### src/rtl/core/alarm_qualify_priority_engine_top_assert.svh
// Assertion macros used by the alarm qualify engine datapath.
`ifndef ALARM_QUALIFY_PRIORITY_ENGINE_TOP_ASSERT_SVH
`define ALARM_QUALIFY_PRIORITY_ENGINE_TOP_ASSERT_SVH

// Same-cycle implication, clocked on clk_i, off during reset.
`define AQPE_ASSERT_IMP(lbl, ante, cons, msg) \
  lbl: assert property (@(posedge clk_i) disable iff (!rst_ni) (ante) |-> (cons)) \
    else $error(msg);

// Next-cycle implication, clocked on clk_i, off during reset.
`define AQPE_ASSERT_NXT(lbl, ante, cons, msg) \
  lbl: assert property (@(posedge clk_i) disable iff (!rst_ni) (ante) |=> (cons)) \
    else $error(msg);

`endif

### src/rtl/core/aqpe_pkg.sv
// Types, constants and alarm ROM for the alarm qualify engine.
package aqpe_pkg;

  localparam int unsigned NUM_ALARMS = 13;
  localparam int unsigned COND_W     = 13;
  localparam int unsigned IDX_W      = 4;
  localparam int unsigned SLOTS      = 16;
  localparam int unsigned STEP_W     = 10;
  localparam int unsigned TIMER_W    = 16;
  localparam int unsigned GUARD_W    = 6;

  localparam logic [STEP_W-1:0]  STEP_RESET     = 10'd50;
  localparam logic [IDX_W-1:0]   IDX_NONE       = 4'd15;
  localparam logic [IDX_W-1:0]   SIGNAL_ONLY    = 4'd12;
  localparam logic [TIMER_W-1:0] T_LONG         = 16'd2000;
  localparam logic [TIMER_W-1:0] T_SHORT        = 16'd1000;
  localparam logic [TIMER_W-1:0] T_BLOOD        = 16'd5000;

  typedef enum logic [2:0] {
    G_ANY  = 3'd0,
    G_STOP = 3'd1,
    G_ART  = 3'd2,
    G_VEN  = 3'd3,
    G_FILT = 3'd4,
    G_WAIT = 3'd5,
    G_NONE = 3'd6
  } guard_e;

  typedef enum logic [1:0] {
    PH_IDLE = 2'd0,
    PH_ON   = 2'd1,
    PH_WAIT = 2'd2
  } phase_e;

  typedef enum logic [2:0] {
    S_IDLE    = 3'd0,
    S_SCAN    = 3'd1,
    S_SERVICE = 3'd2,
    S_SEQ     = 3'd3,
    S_EMIT    = 3'd4
  } ctrl_state_e;

  typedef struct packed {
    logic load;
    logic step;
    logic service;
    logic announce;
    logic emit;
  } cmd_t;

  typedef struct packed {
    logic hit;
    logic last;
    logic busy;
    logic out_free;
  } status_t;

  function automatic logic [TIMER_W-1:0] entry_ms(input logic [IDX_W-1:0] k);
    logic [TIMER_W-1:0] t;
    unique case (k)
      4'd2, 4'd3, 4'd4: t = T_SHORT;
      4'd5:             t = T_BLOOD;
      4'd0, 4'd1, 4'd6, 4'd7, 4'd8, 4'd9, 4'd10, 4'd11: t = T_LONG;
      default:          t = '0;
    endcase
    return t;
  endfunction

  function automatic logic [TIMER_W-1:0] exit_ms(input logic [IDX_W-1:0] k);
    logic [TIMER_W-1:0] t;
    unique case (k)
      4'd2, 4'd3, 4'd4: t = T_SHORT;
      4'd0, 4'd1, 4'd5, 4'd6, 4'd7, 4'd8, 4'd9, 4'd10, 4'd11: t = T_LONG;
      default:          t = '0;
    endcase
    return t;
  endfunction

  function automatic guard_e action_of(input logic [IDX_W-1:0] k);
    guard_e g;
    unique case (k)
      4'd2:  g = G_ART;
      4'd3:  g = G_VEN;
      4'd4:  g = G_FILT;
      4'd12: g = G_WAIT;
      4'd0, 4'd1, 4'd5, 4'd6, 4'd7, 4'd8, 4'd9, 4'd10, 4'd11: g = G_STOP;
      default: g = G_NONE;
    endcase
    return g;
  endfunction

endpackage

### src/rtl/core/aqpe_ctrl.sv
// Sequencing controller: scan, service, announce update and result transfer.
module aqpe_ctrl (
  input  logic             clk_i,
  input  logic             rst_ni,
  input  logic             in_valid_i,
  output logic             in_stall_o,
  input  aqpe_pkg::status_t status_i,
  output aqpe_pkg::cmd_t    cmd_o
);
  import aqpe_pkg::*;

  ctrl_state_e state_q, state_d;

  always_ff @(posedge clk_i or negedge rst_ni) begin
    if (!rst_ni) begin
      state_q <= S_IDLE;
    end else begin
      state_q <= state_d;
    end
  end

  always_comb begin
    state_d = state_q;
    unique case (state_q)
      S_IDLE: begin
        if (in_valid_i) state_d = S_SCAN;
      end
      S_SCAN: begin
        if (status_i.hit) begin
          state_d = S_SERVICE;
        end else if (status_i.busy || status_i.last) begin
          state_d = S_SEQ;
        end
      end
      S_SERVICE: state_d = S_SEQ;
      S_SEQ:     state_d = S_EMIT;
      S_EMIT: begin
        if (status_i.out_free) state_d = S_IDLE;
      end
      default:   state_d = S_IDLE;
    endcase
  end

  always_comb begin
    cmd_o      = '0;
    in_stall_o = 1'b1;
    unique case (state_q)
      S_IDLE: begin
        in_stall_o  = 1'b0;
        cmd_o.load  = in_valid_i;
      end
      S_SCAN: begin
        cmd_o.step = !status_i.hit && !status_i.busy && !status_i.last;
      end
      S_SERVICE: cmd_o.service  = 1'b1;
      S_SEQ:     cmd_o.announce = 1'b1;
      S_EMIT:    cmd_o.emit     = status_i.out_free;
      default: begin
        cmd_o = '0;
      end
    endcase
  end

endmodule

### src/rtl/core/aqpe_datapath.sv
// Alarm state, qualify timers, guard flags, announce phase and output register.
module aqpe_datapath #(
  parameter int unsigned NumAlarms = aqpe_pkg::NUM_ALARMS
) (
  input  logic                          clk_i,
  input  logic                          rst_ni,
  input  logic                          tick_step_we_i,
  input  logic [aqpe_pkg::STEP_W-1:0]   tick_step_i,
  input  logic [aqpe_pkg::COND_W-1:0]   condition_bits_i,
  input  aqpe_pkg::cmd_t                cmd_i,
  output aqpe_pkg::status_t             status_o,
  output logic                          out_valid_o,
  input  logic                          out_stall_i,
  output logic [aqpe_pkg::IDX_W-1:0]    current_alarm_o,
  output logic [aqpe_pkg::COND_W-1:0]   active_mask_o,
  output logic                          guard_any_alarm_o,
  output logic                          guard_stop_actuators_o,
  output logic                          guard_art_air_o,
  output logic                          guard_ven_air_o,
  output logic                          guard_filter_air_o,
  output logic                          guard_wait_confirm_o,
  output logic                          announce_on_o,
  output logic                          announce_off_o,
  output logic [aqpe_pkg::IDX_W-1:0]    announced_alarm_o
);
  import aqpe_pkg::*;

  localparam logic [IDX_W-1:0] NoneCur = IDX_W'(NumAlarms);
  localparam logic [IDX_W-1:0] LastIdx = IDX_W'(NumAlarms - 1);

  logic [STEP_W-1:0]    step_q;
  logic [NumAlarms-1:0] flags_q, flags_d;
  logic [COND_W-1:0]    raised_q, raised_d;
  logic [IDX_W-1:0]     idx_q, idx_d;
  logic [IDX_W-1:0]     start_q, start_d;
  logic [IDX_W-1:0]     found_q, found_d;
  logic [IDX_W-1:0]     cur_q, cur_d;
  phase_e               phase_q, phase_d;
  logic [TIMER_W-1:0]   entry_q, entry_d;
  logic [TIMER_W-1:0]   exit_q, exit_d;
  logic [GUARD_W-1:0]   guard_q, guard_d;
  logic                 pon_q, pon_d;
  logic                 poff_q, poff_d;
  logic                 ovalid_q, ovalid_d;

  logic [SLOTS-1:0]     flags_ext;
  logic [SLOTS-1:0]     raised_ext;
  logic                 phys;
  logic                 act;
  logic                 found_act;
  logic [TIMER_W-1:0]   entry_sum;
  logic [TIMER_W-1:0]   exit_sum;
  guard_e               act_g;

  // Pad the per-alarm vectors to the full index space; slots beyond read zero.
  for (genvar j = 0; j < SLOTS; j++) begin : g_pad
    if (j < NumAlarms) begin : g_fl
      assign flags_ext[j] = flags_q[j];
    end else begin : g_fz
      assign flags_ext[j] = 1'b0;
    end
    if (j < COND_W) begin : g_rb
      assign raised_ext[j] = raised_q[j];
    end else begin : g_rz
      assign raised_ext[j] = 1'b0;
    end
  end

  assign phys      = raised_ext[idx_q];
  assign act       = flags_ext[idx_q];
  assign found_act = flags_ext[found_q];
  assign entry_sum = entry_q + TIMER_W'(step_q);
  assign exit_sum  = exit_q + TIMER_W'(step_q);
  assign act_g     = action_of(idx_q);

  assign status_o.hit      = phys ^ act;
  assign status_o.last     = (idx_q == LastIdx);
  assign status_o.busy     = (phase_q != PH_IDLE);
  assign status_o.out_free = !ovalid_q || !out_stall_i;

  always_comb begin
    flags_d  = flags_q;
    raised_d = raised_q;
    idx_d    = idx_q;
    start_d  = start_q;
    found_d  = found_q;
    cur_d    = cur_q;
    phase_d  = phase_q;
    entry_d  = entry_q;
    exit_d   = exit_q;
    guard_d  = guard_q;
    pon_d    = pon_q;
    poff_d   = poff_q;

    if (cmd_i.load) begin
      raised_d = condition_bits_i;
      idx_d    = start_q;
    end

    if (cmd_i.step) begin
      idx_d = idx_q + 1'b1;
    end

    if (cmd_i.service) begin
      entry_d = entry_sum;
      exit_d  = exit_sum;
      if (!act) begin
        // newly raised entry becomes the scan anchor
        start_d = idx_q;
        found_d = idx_q;
        if (entry_sum > entry_ms(idx_q)) begin
          entry_d = '0;
          exit_d  = '0;
          for (int j = 0; j < NumAlarms; j++) begin
            if (idx_q == IDX_W'(j)) flags_d[j] = 1'b1;
          end
          cur_d          = idx_q;
          guard_d[G_ANY] = (idx_q != SIGNAL_ONLY);
          if (act_g != G_NONE) guard_d[act_g] = 1'b1;
        end
      end else if (exit_sum > exit_ms(idx_q)) begin
        entry_d = '0;
        exit_d  = '0;
        for (int j = 0; j < NumAlarms; j++) begin
          if (idx_q == IDX_W'(j)) flags_d[j] = 1'b0;
        end
        cur_d          = NoneCur;
        guard_d[G_ANY] = 1'b0;
        if (act_g != G_NONE) guard_d[act_g] = 1'b0;
        start_d        = '0;
      end
    end

    if (cmd_i.announce) begin
      pon_d  = 1'b0;
      poff_d = 1'b0;
      case (phase_q)
        PH_IDLE: begin
          if (start_q < NoneCur) begin
            if (found_act) begin
              phase_d = PH_ON;
            end else begin
              start_d = '0;
            end
          end
        end
        PH_ON: begin
          pon_d   = 1'b1;
          phase_d = PH_WAIT;
        end
        PH_WAIT: begin
          if (!found_act) begin
            phase_d = PH_IDLE;
            poff_d  = 1'b1;
            start_d = '0;
          end
        end
        default: begin
          phase_d = phase_q;
        end
      endcase
    end
  end

  always_comb begin
    ovalid_d = ovalid_q;
    if (cmd_i.emit) begin
      ovalid_d = 1'b1;
    end else if (!out_stall_i) begin
      ovalid_d = 1'b0;
    end
  end

  always_ff @(posedge clk_i or negedge rst_ni) begin
    if (!rst_ni) begin
      step_q   <= STEP_RESET;
      flags_q  <= '0;
      raised_q <= '0;
      idx_q    <= '0;
      start_q  <= '0;
      found_q  <= IDX_NONE;
      cur_q    <= NoneCur;
      phase_q  <= PH_IDLE;
      entry_q  <= '0;
      exit_q   <= '0;
      guard_q  <= '0;
      pon_q    <= 1'b0;
      poff_q   <= 1'b0;
      ovalid_q <= 1'b0;
    end else begin
      if (tick_step_we_i) step_q <= tick_step_i;
      flags_q  <= flags_d;
      raised_q <= raised_d;
      idx_q    <= idx_d;
      start_q  <= start_d;
      found_q  <= found_d;
      cur_q    <= cur_d;
      phase_q  <= phase_d;
      entry_q  <= entry_d;
      exit_q   <= exit_d;
      guard_q  <= guard_d;
      pon_q    <= pon_d;
      poff_q   <= poff_d;
      ovalid_q <= ovalid_d;
    end
  end

  // Result register; payload held while the consumer stalls.
  always_ff @(posedge clk_i) begin
    if (cmd_i.emit) begin
      current_alarm_o        <= cur_q;
      active_mask_o          <= flags_ext[COND_W-1:0];
      guard_any_alarm_o      <= guard_q[G_ANY];
      guard_stop_actuators_o <= guard_q[G_STOP];
      guard_art_air_o        <= guard_q[G_ART];
      guard_ven_air_o        <= guard_q[G_VEN];
      guard_filter_air_o     <= guard_q[G_FILT];
      guard_wait_confirm_o   <= guard_q[G_WAIT];
      announce_on_o          <= pon_q;
      announce_off_o         <= poff_q;
      announced_alarm_o      <= (pon_q || poff_q || phase_q != PH_IDLE) ? found_q : IDX_NONE;
    end
  end

  assign out_valid_o = ovalid_q;

`include "alarm_qualify_priority_engine_top_assert.svh"

  `AQPE_ASSERT_NXT(a_flags_only_on_service, !cmd_i.service, $stable(flags_q), "flags moved outside service")
  `AQPE_ASSERT_IMP(a_current_is_active, cur_q != NoneCur, flags_ext[cur_q], "current alarm not active")
  `AQPE_ASSERT_IMP(a_start_in_range, 1'b1, start_q < NoneCur, "scan start out of range")
  `AQPE_ASSERT_IMP(a_single_pulse, ovalid_q, !(announce_on_o && announce_off_o), "both pulses set")

endmodule

### src/rtl/core/alarm_qualify_priority_engine_top.sv
// Alarm qualify and priority engine: one tick in, one status result out.
// Each tick is accepted while idle and scanned one alarm table entry per cycle
// from the saved start index until the first entry to service, the last table
// entry, or (when an announce is in progress) the first entry. A serviced entry
// then gets its timer update, followed by the announce update and the result load,
// which waits while out_stall_i holds the result register; in_stall_o stays high
// until the result is loaded. The user must write tick_step through tick_step_we_i
// only while idle; the block itself does not enforce this.
module alarm_qualify_priority_engine_top #(
  parameter int unsigned NumAlarms = aqpe_pkg::NUM_ALARMS
) (
  input  logic                          clk_i,
  input  logic                          rst_ni,
  input  logic                          tick_step_we_i,
  input  logic [aqpe_pkg::STEP_W-1:0]   tick_step_i,
  input  logic                          in_valid_i,
  output logic                          in_stall_o,
  input  logic [aqpe_pkg::COND_W-1:0]   condition_bits_i,
  output logic                          out_valid_o,
  input  logic                          out_stall_i,
  output logic [aqpe_pkg::IDX_W-1:0]    current_alarm_o,
  output logic [aqpe_pkg::COND_W-1:0]   active_mask_o,
  output logic                          guard_any_alarm_o,
  output logic                          guard_stop_actuators_o,
  output logic                          guard_art_air_o,
  output logic                          guard_ven_air_o,
  output logic                          guard_filter_air_o,
  output logic                          guard_wait_confirm_o,
  output logic                          announce_on_o,
  output logic                          announce_off_o,
  output logic [aqpe_pkg::IDX_W-1:0]    announced_alarm_o
);
  import aqpe_pkg::*;

  cmd_t    cmd;
  status_t status;

  aqpe_ctrl u_ctrl (
    .clk_i      (clk_i),
    .rst_ni     (rst_ni),
    .in_valid_i (in_valid_i),
    .in_stall_o (in_stall_o),
    .status_i   (status),
    .cmd_o      (cmd)
  );

  aqpe_datapath #(
    .NumAlarms (NumAlarms)
  ) u_datapath (
    .clk_i                  (clk_i),
    .rst_ni                 (rst_ni),
    .tick_step_we_i         (tick_step_we_i),
    .tick_step_i            (tick_step_i),
    .condition_bits_i       (condition_bits_i),
    .cmd_i                  (cmd),
    .status_o               (status),
    .out_valid_o            (out_valid_o),
    .out_stall_i            (out_stall_i),
    .current_alarm_o        (current_alarm_o),
    .active_mask_o          (active_mask_o),
    .guard_any_alarm_o      (guard_any_alarm_o),
    .guard_stop_actuators_o (guard_stop_actuators_o),
    .guard_art_air_o        (guard_art_air_o),
    .guard_ven_air_o        (guard_ven_air_o),
    .guard_filter_air_o     (guard_filter_air_o),
    .guard_wait_confirm_o   (guard_wait_confirm_o),
    .announce_on_o          (announce_on_o),
    .announce_off_o         (announce_off_o),
    .announced_alarm_o      (announced_alarm_o)
  );

endmodule
### config.mk
export PLATFORM = sky130hd
export DESIGN_NAME = alarm_qualify_priority_engine_top
export DESIGN_NICKNAME = d
export VERILOG_FILES = /design/src/rtl/core/aqpe_pkg.sv /design/src/rtl/core/aqpe_ctrl.sv /design/src/rtl/core/aqpe_datapath.sv /design/src/rtl/core/alarm_qualify_priority_engine_top.sv
export VERILOG_INCLUDE_DIRS = /design/src /design/src/rtl/core
export SDC_FILE = /design/constraint.sdc
export NUM_CORES = 1
export LEC_CHECK = 0
export BUFFER_PORTS_ARGS = -buffer_cell sky130_fd_sc_hd__clkbuf_2
export CORE_UTILIZATION = 48
export CTS_CLUSTER_DIAMETER = 150
export CTS_CLUSTER_SIZE = 30
export DETAILED_ROUTE_END_ITERATION = 8
export PLACE_DENSITY = 0.74
export SLEW_MARGIN = 0
export SYNTH_ARGS = -nofsm -noshare
export SYNTH_HDL_FRONTEND = slang
export SYNTH_HIERARCHICAL = 1
export SYNTH_SLANG_ARGS = --single-unit
export TNS_END_PERCENT = 1
### constraint.sdc
create_clock -name clk_i -period 4.63 [get_ports clk_i]
set_input_delay 0.463 -clock clk_i [delete_from_list [all_inputs] [get_ports clk_i]]
set_output_delay 0.463 -clock clk_i [all_outputs]
set_load 0.1 [all_outputs]
Yosys cells after proc, flatten, opt, wreduce, memory -nomap -nowiden
Memories as Yosys holds them, arrays and structs flattened.
Index checks and enable logic that the tools add are counted.
{ "totals": {"romBits": 320, "mem_count": 3, "reg_bits": 127, "output_inout_bits": 31} }
{ "op_classes": {"order_cmp": 7, "n_reduce_logical": 37, "eq_ne": 28, "addsub": 3, "mux": 84, "n_bitwise": 5} }
{ "mem_list": {"columns": ["name", "words", "width", "rd", "rd_ports_with_merged_regs", "write_ports", "line_no", "text"], "rows": [
  ["(name not given)", 16, 9, 1, 0, 0, "aqpe_pkg.sv:60", "unique case (k)"],
  ["(name not given)", 16, 8, 1, 0, 0, "aqpe_pkg.sv:71", "unique case (k)"],
  ["(name not given)", 16, 3, 1, 0, 0, "aqpe_pkg.sv:81", "unique case (k)"]
]} }
{ "op_table": {"columns": ["operator", "count"], "rows": [
  ["16-bit 2-to-1 mux", 10],
  ["4-bit AND reduction", 14],
  ["4-bit 2-to-1 mux", 11],
  ["1-bit 2-to-1 mux", 41],
  ["13-bit 2-to-1 mux", 3],
  ["16-bit by 10-bit adder with 16-bit output", 2],
  ["16-bit greater-than comparator", 2],
  ["6-bit 2-to-1 mux", 5],
  ["4-bit equality test, second input constant", 5],
  ["4-bit by 3-bit equality test with 1-bit output, second input constant", 4],
  ["3-bit one-hot mux with 5 select lines", 1],
  ["1-bit binary-select mux with 4-bit select", 3],
  ["3-bit 2-to-1 mux", 4],
  ["4-bit by 5-bit < comparator with 1-bit output, second input constant", 2],
  ["4-bit by 2-bit equality test with 1-bit output, second input constant", 2],
  ["2-bit by 1-bit inequality test with 1-bit output, second input constant", 4],
  ["4-bit one-hot mux with 2 select lines", 1],
  ["6-bit bitwise AND", 1],
  ["3-bit by 2-bit equality test with 1-bit output, second input constant", 2],
  ["2-bit 2-to-1 mux", 3],
  ["2-bit inequality test, second input constant", 3],
  ["6-bit inverter", 1],
  ["6-bit OR", 1],
  ["2-bit one-hot mux with 3 select lines", 1],
  ["26 further kinds", 38]
]} }

Depth between registers and ports, before layout
{ "depth": {"word_depth": 12, "depth_mapped": 19} }

Hierarchy
The synthesis kept the hierarchy.
{ "modules_own_cells": {"columns": ["mod", "cells_per_inst", "area_each_um2", "n_inst"], "rows": [
  ["aqpe_datapath", 702, 7369.6, 1],
  ["aqpe_ctrl", 19, 176.4, 1]
]} }

Worst setup path after synthesis
Ideal clock, no wire load.
{ "synth_path": {"path_kind": "reg2reg", "start": "register u_datapath.step_q[4]", "end": "register u_datapath.guard_q[3]", "path_buffers": 2, "stages_incl_launch_ff": 19, "setup_slack_ns": 0.520, "arrival_ns": 3.986, "required_ns": 4.505, "setup_ns": 0.125, "path_cell_list": "dfstp_2 ha_1 a21oi_1 nand2_1 nor2_1 o21ai_0 a21o_1 a21oi_1 xnor2_1 ha_1 a21o_1 a21oi_1 a21oi_1 or4_1 or3_1 buf_2 buf_2 nand4_1 mux2_2"} }
{ "synth_between": {"elab_chain_cells": 4, "elab_cells_between_ends": 7, "classes_between": "add/sub: 2; order compare: 2; eq/ne: 1; reduce/logical: 2"} }
{ "synth_lines": {"columns": ["element", "line_no", "text"], "rows": [
  ["start: declaration", "aqpe_datapath.sv:31", "logic [STEP_W-1:0] step_q;"],
  ["start signal: assignment", "aqpe_datapath.sv:191", "if (tick_step_we_i) step_q <= tick_step_i;"],
  ["16-bit by 10-bit adder with 16-bit output, on equally long branches", "aqpe_datapath.sv:73, aqpe_datapath.sv:72", null],
  ["16-bit greater-than comparator, on equally long branches", "aqpe_datapath.sv:121, aqpe_datapath.sv:111", null],
  ["2-bit inequality test (no source line) or 2-bit nonzero test (tied branches)", null, null],
  ["4-bit AND reduction (no source line) (*)", null, null],
  ["end signal: assignment", "aqpe_datapath.sv:201", "guard_q <= guard_d;"],
  ["end: declaration", "aqpe_datapath.sv:41", "logic [GUARD_W-1:0] guard_q, guard_d;"]
]} }
Mark *: on every way between the ends. The rest lies on a longest branch, timed or not.
A chain may end at the register's enable or synchronous reset.

Worst setup path in the final report
{ "layout_path": {"start": "register u_datapath.step_q[0]", "end": "register u_datapath.guard_q[5]"} }
Same word-level chain as after synthesis.

==> results_dict.tcl <==
set metrics [dict create \
    p_leak_nw 3.77 \
    layout-drive-gt1-share_pct 25.7 \
    clock-root-buffer "clkbuf_16" \
    ir_drop_uv 499 \
    reg2reg_to "u_datapath/guard_q[5]" \
    drv_slew 0 \
    powerDensity_nw_per_um2 781 \
    crit-reg2reg-launch "u_datapath/step_q[0]" \
    synthCells 721 \
    grt_pass1_vias 5514 \
    die_height_um 127 \
    status "complete, no violations" \
    die-width_um 127 \
    placed_cell_area_um2 8050 \
    synth_edf_count 29 \
    firstDrtPassIters 5 \
    synth-async-reset-ratio_pct 77.2 \
    synth_seq_cells 127 \
    wl_per_cell_um 16.2 \
    synth_warnings 6 \
    stdcell_area_um2 8660 \
    num_io_pins 59 \
    dp_cells 965 \
    postRouteAntennaNets 0 \
    antenna_found_initial 0 \
    cts_tree "done" \
    maxCapViolations 0 \
    grt_max_degree 65 \
    io_buffers 58 \
    final_common_cell "dfrtp_1" \
    cts_hold_buf 0 \
    pwr-share-seq_pct 27.2 \
    power_frac_clock_pct 19.6 \
    final_cells 998 \
    swShare_pct 44.8 \
    worstPathMaxFanout 24 \
    area_growth_pct 14.8 \
    final_util_pct 56.8 \
    drt_wl_total_mm 16.2 \
    ff2ff_path_depth 16 \
    fin_setup_tns_ns 0 \
    cts_buffers 17 \
    mostFrequentLayoutCells "88 x dfrtp_1, 76 x nand2_1, 57 x clkbuf_2" \
    grt_pass1_wl_mm 27.0 \
    start_util_pct 49.5 \
    slew_headroom_pct 45.7 \
    hold_path_class "in -> async" \
    final-setup-viol-count 0 \
    combPwrFrac_pct 53.2 \
    holdWs_ns 0.147 \
    track_usage_pct 21.4 \
    worstPathRequired_ns 4.94 \
    rows 45 \
    netSwitchingPower_mw 3.03 \
    internal_power_mw 3.73 \
    final_hold_viol_count 0 \
    vias 5661 \
    worst_slew_pin_slew_ns 0.814 \
    clk_pin_slew_ns 0.06 \
    max_freq_mhz 227 \
    period_needed_ns 4.41 \
    crit_path_start_kind "flop" \
    synth_area_um2 7550 \
    dp_hpwl_mm 11.3 \
    drcViolationCount 0 \
    die_area_um2 16200 \
    htreeDepth 4 \
    synth_cell_types 70 \
    synth-seq-area-share_pct 44.2 \
    finalPower_mw 6.76 \
    initialDrtViolationCount 440 \
    syn_nets 799 \
    clockBufferDepth 2 \
    place.gp.congestion 0.887 \
    fillers 1324 \
    finalCritPeriodShare_pct 95.2 \
    fin_skew_ns 0.0118 \
    grt_remaining_overflow 0 \
    r2r_slack_ns 0.22 \
    diodes 0 \
    avgSynthCellArea_um2 10.5 \
    worst_slack_ns 0.221 \
    arrival_ns 4.72 \
    pre_cts_slack_ns 0.0728 \
    end_kind "flop" \
    vias_per_cell 5.67 \
    ys.flop_type "dfrtp_1" \
    core-area_um2 15300 \
    path_class "reg -> reg" \
    final_nets 852 \
    clock-sinks 127 \
    clk_latency_ns 0.43 \
]
-- registers in the layout, indices dropped and copies added, names as in the netlist, 2 cells and up --
signal                        count
u_datapath/start_q                4
u_datapath/step_q                10
u_datapath/exit_q                16
u_datapath/entry_q               16
u_datapath/active_mask_o         13
u_datapath/guard_q                6
u_datapath/idx_q                  4
u_datapath/current_alarm_o        4
u_datapath/raised_q              13
u_ctrl/state_q                    3
u_datapath/phase_q                2
u_datapath/announced_alarm_o      4
u_datapath/flags_q               13
u_datapath/found_q                4
u_datapath/cur_q                  4
-- critical path: stages, from the launching register on --
cell	delay [ns]
dfrtp_1	0.40
ha_1	0.23
fa_1	0.42
a21oi_1	0.19
o21ai_0	0.20
a21oi_1	0.26
o21ai_0	0.17
xor2_1	0.21
ha_1	0.29
nand3_1	0.10
nor4_2	0.17
a21oi_1	0.08
or4_1	0.43
or3_1	0.43
buf_4	0.24
nand4b_1	0.14
mux2_2	0.34
-- logic make-up after synthesis --
group           synth area share, %
flops                          44.2
buf+inv                        3.83
simple gates                   15.2
fa+ha+maj                      8.49
mux                            10.2
xor+xnor                       3.13
compound gates                 15.0
-- layer usage --
| metal | share of wire, % | up-vias | GRT usage, % |
|---|---|---|---|
| li1 | - | 2726 | - |
| met1 | 46 | 2744 | 28.1 |
| met2 | 47 | 170 | 34.0 |
| met3 | 4.7 | 21 | 5.61 |
| met4 | 1.6 | 0 | 7.84 |
| met5 | 0 | - | 0 |
-- synthesized netlist by cell type (9+ instances only) --
library cell	n	area, um2
ha_1	48	601
a21oi_1	38	190
edfxtp_1	29	871
nor2_1	45	169
mux2_2	44	495
inv_1	30	113
o21ai_0	25	125
xnor2_1	16	140
o2bb2ai_2	13	195
and3_1	9	56.3
dfrtp_1	88	2200
xor2_1	11	96.3
clkbuf_1	28	105
nand3_1	43	215
dfstp_2	10	263
nand2_1	76	285
-- worst max path at each step --
| stage | startpoint | cells past startpoint | to | slack [ns] |
|---|---|---|---|---|
| final | u_datapath/step_q[0] | 16 | u_datapath/guard_q[5] | 0.22 |
| after detailed placement | u_datapath/step_q[4] | 17 | u_datapath/cur_q[3] | 0.07 |
| after CTS | u_datapath/step_q[4] | 17 | u_datapath/cur_q[3] | 0.04 |
| after global routing | u_datapath/step_q[0] | 16 | u_datapath/cur_q[3] | -0.007 |
| after floorplan | u_datapath/step_q[4] | 18 | u_datapath/guard_q[3] | 0.52 |
| after global placement | u_datapath/step_q[4] | 17 | u_datapath/cur_q[3] | 0.07 |
-- power by group through the flow --
stage | combinational (mW) | clock [mW] | sequential [mW]
after floorplan | 2.58 | 0 | 2.01
after global placement | 3.48 | 0 | 1.84
after detailed placement | 3.53 | 0 | 1.85
after CTS | 3.56 | 1.35 | 1.84
after global routing | 3.94 | 1.40 | 1.89
final | 3.60 | 1.32 | 1.84
-- final cells by class --
type                       count  area (um2)  area share [%]
multi-input combinational    525        3950            45.6
sequential                   127        3340            38.5
clock buffer                  20         437            5.04
timing repair buffer          73         418            4.83
tap                          211         264            3.05
clock inverter                12         145            1.68
inverter                      30         113            1.30
-- timing repair --
action                     CTS  global route
resized for setup            0             8
setup buffers                0             1
setup endpoints to repair    0            53
No activity file was read; power rests on OpenSTA's default activity.
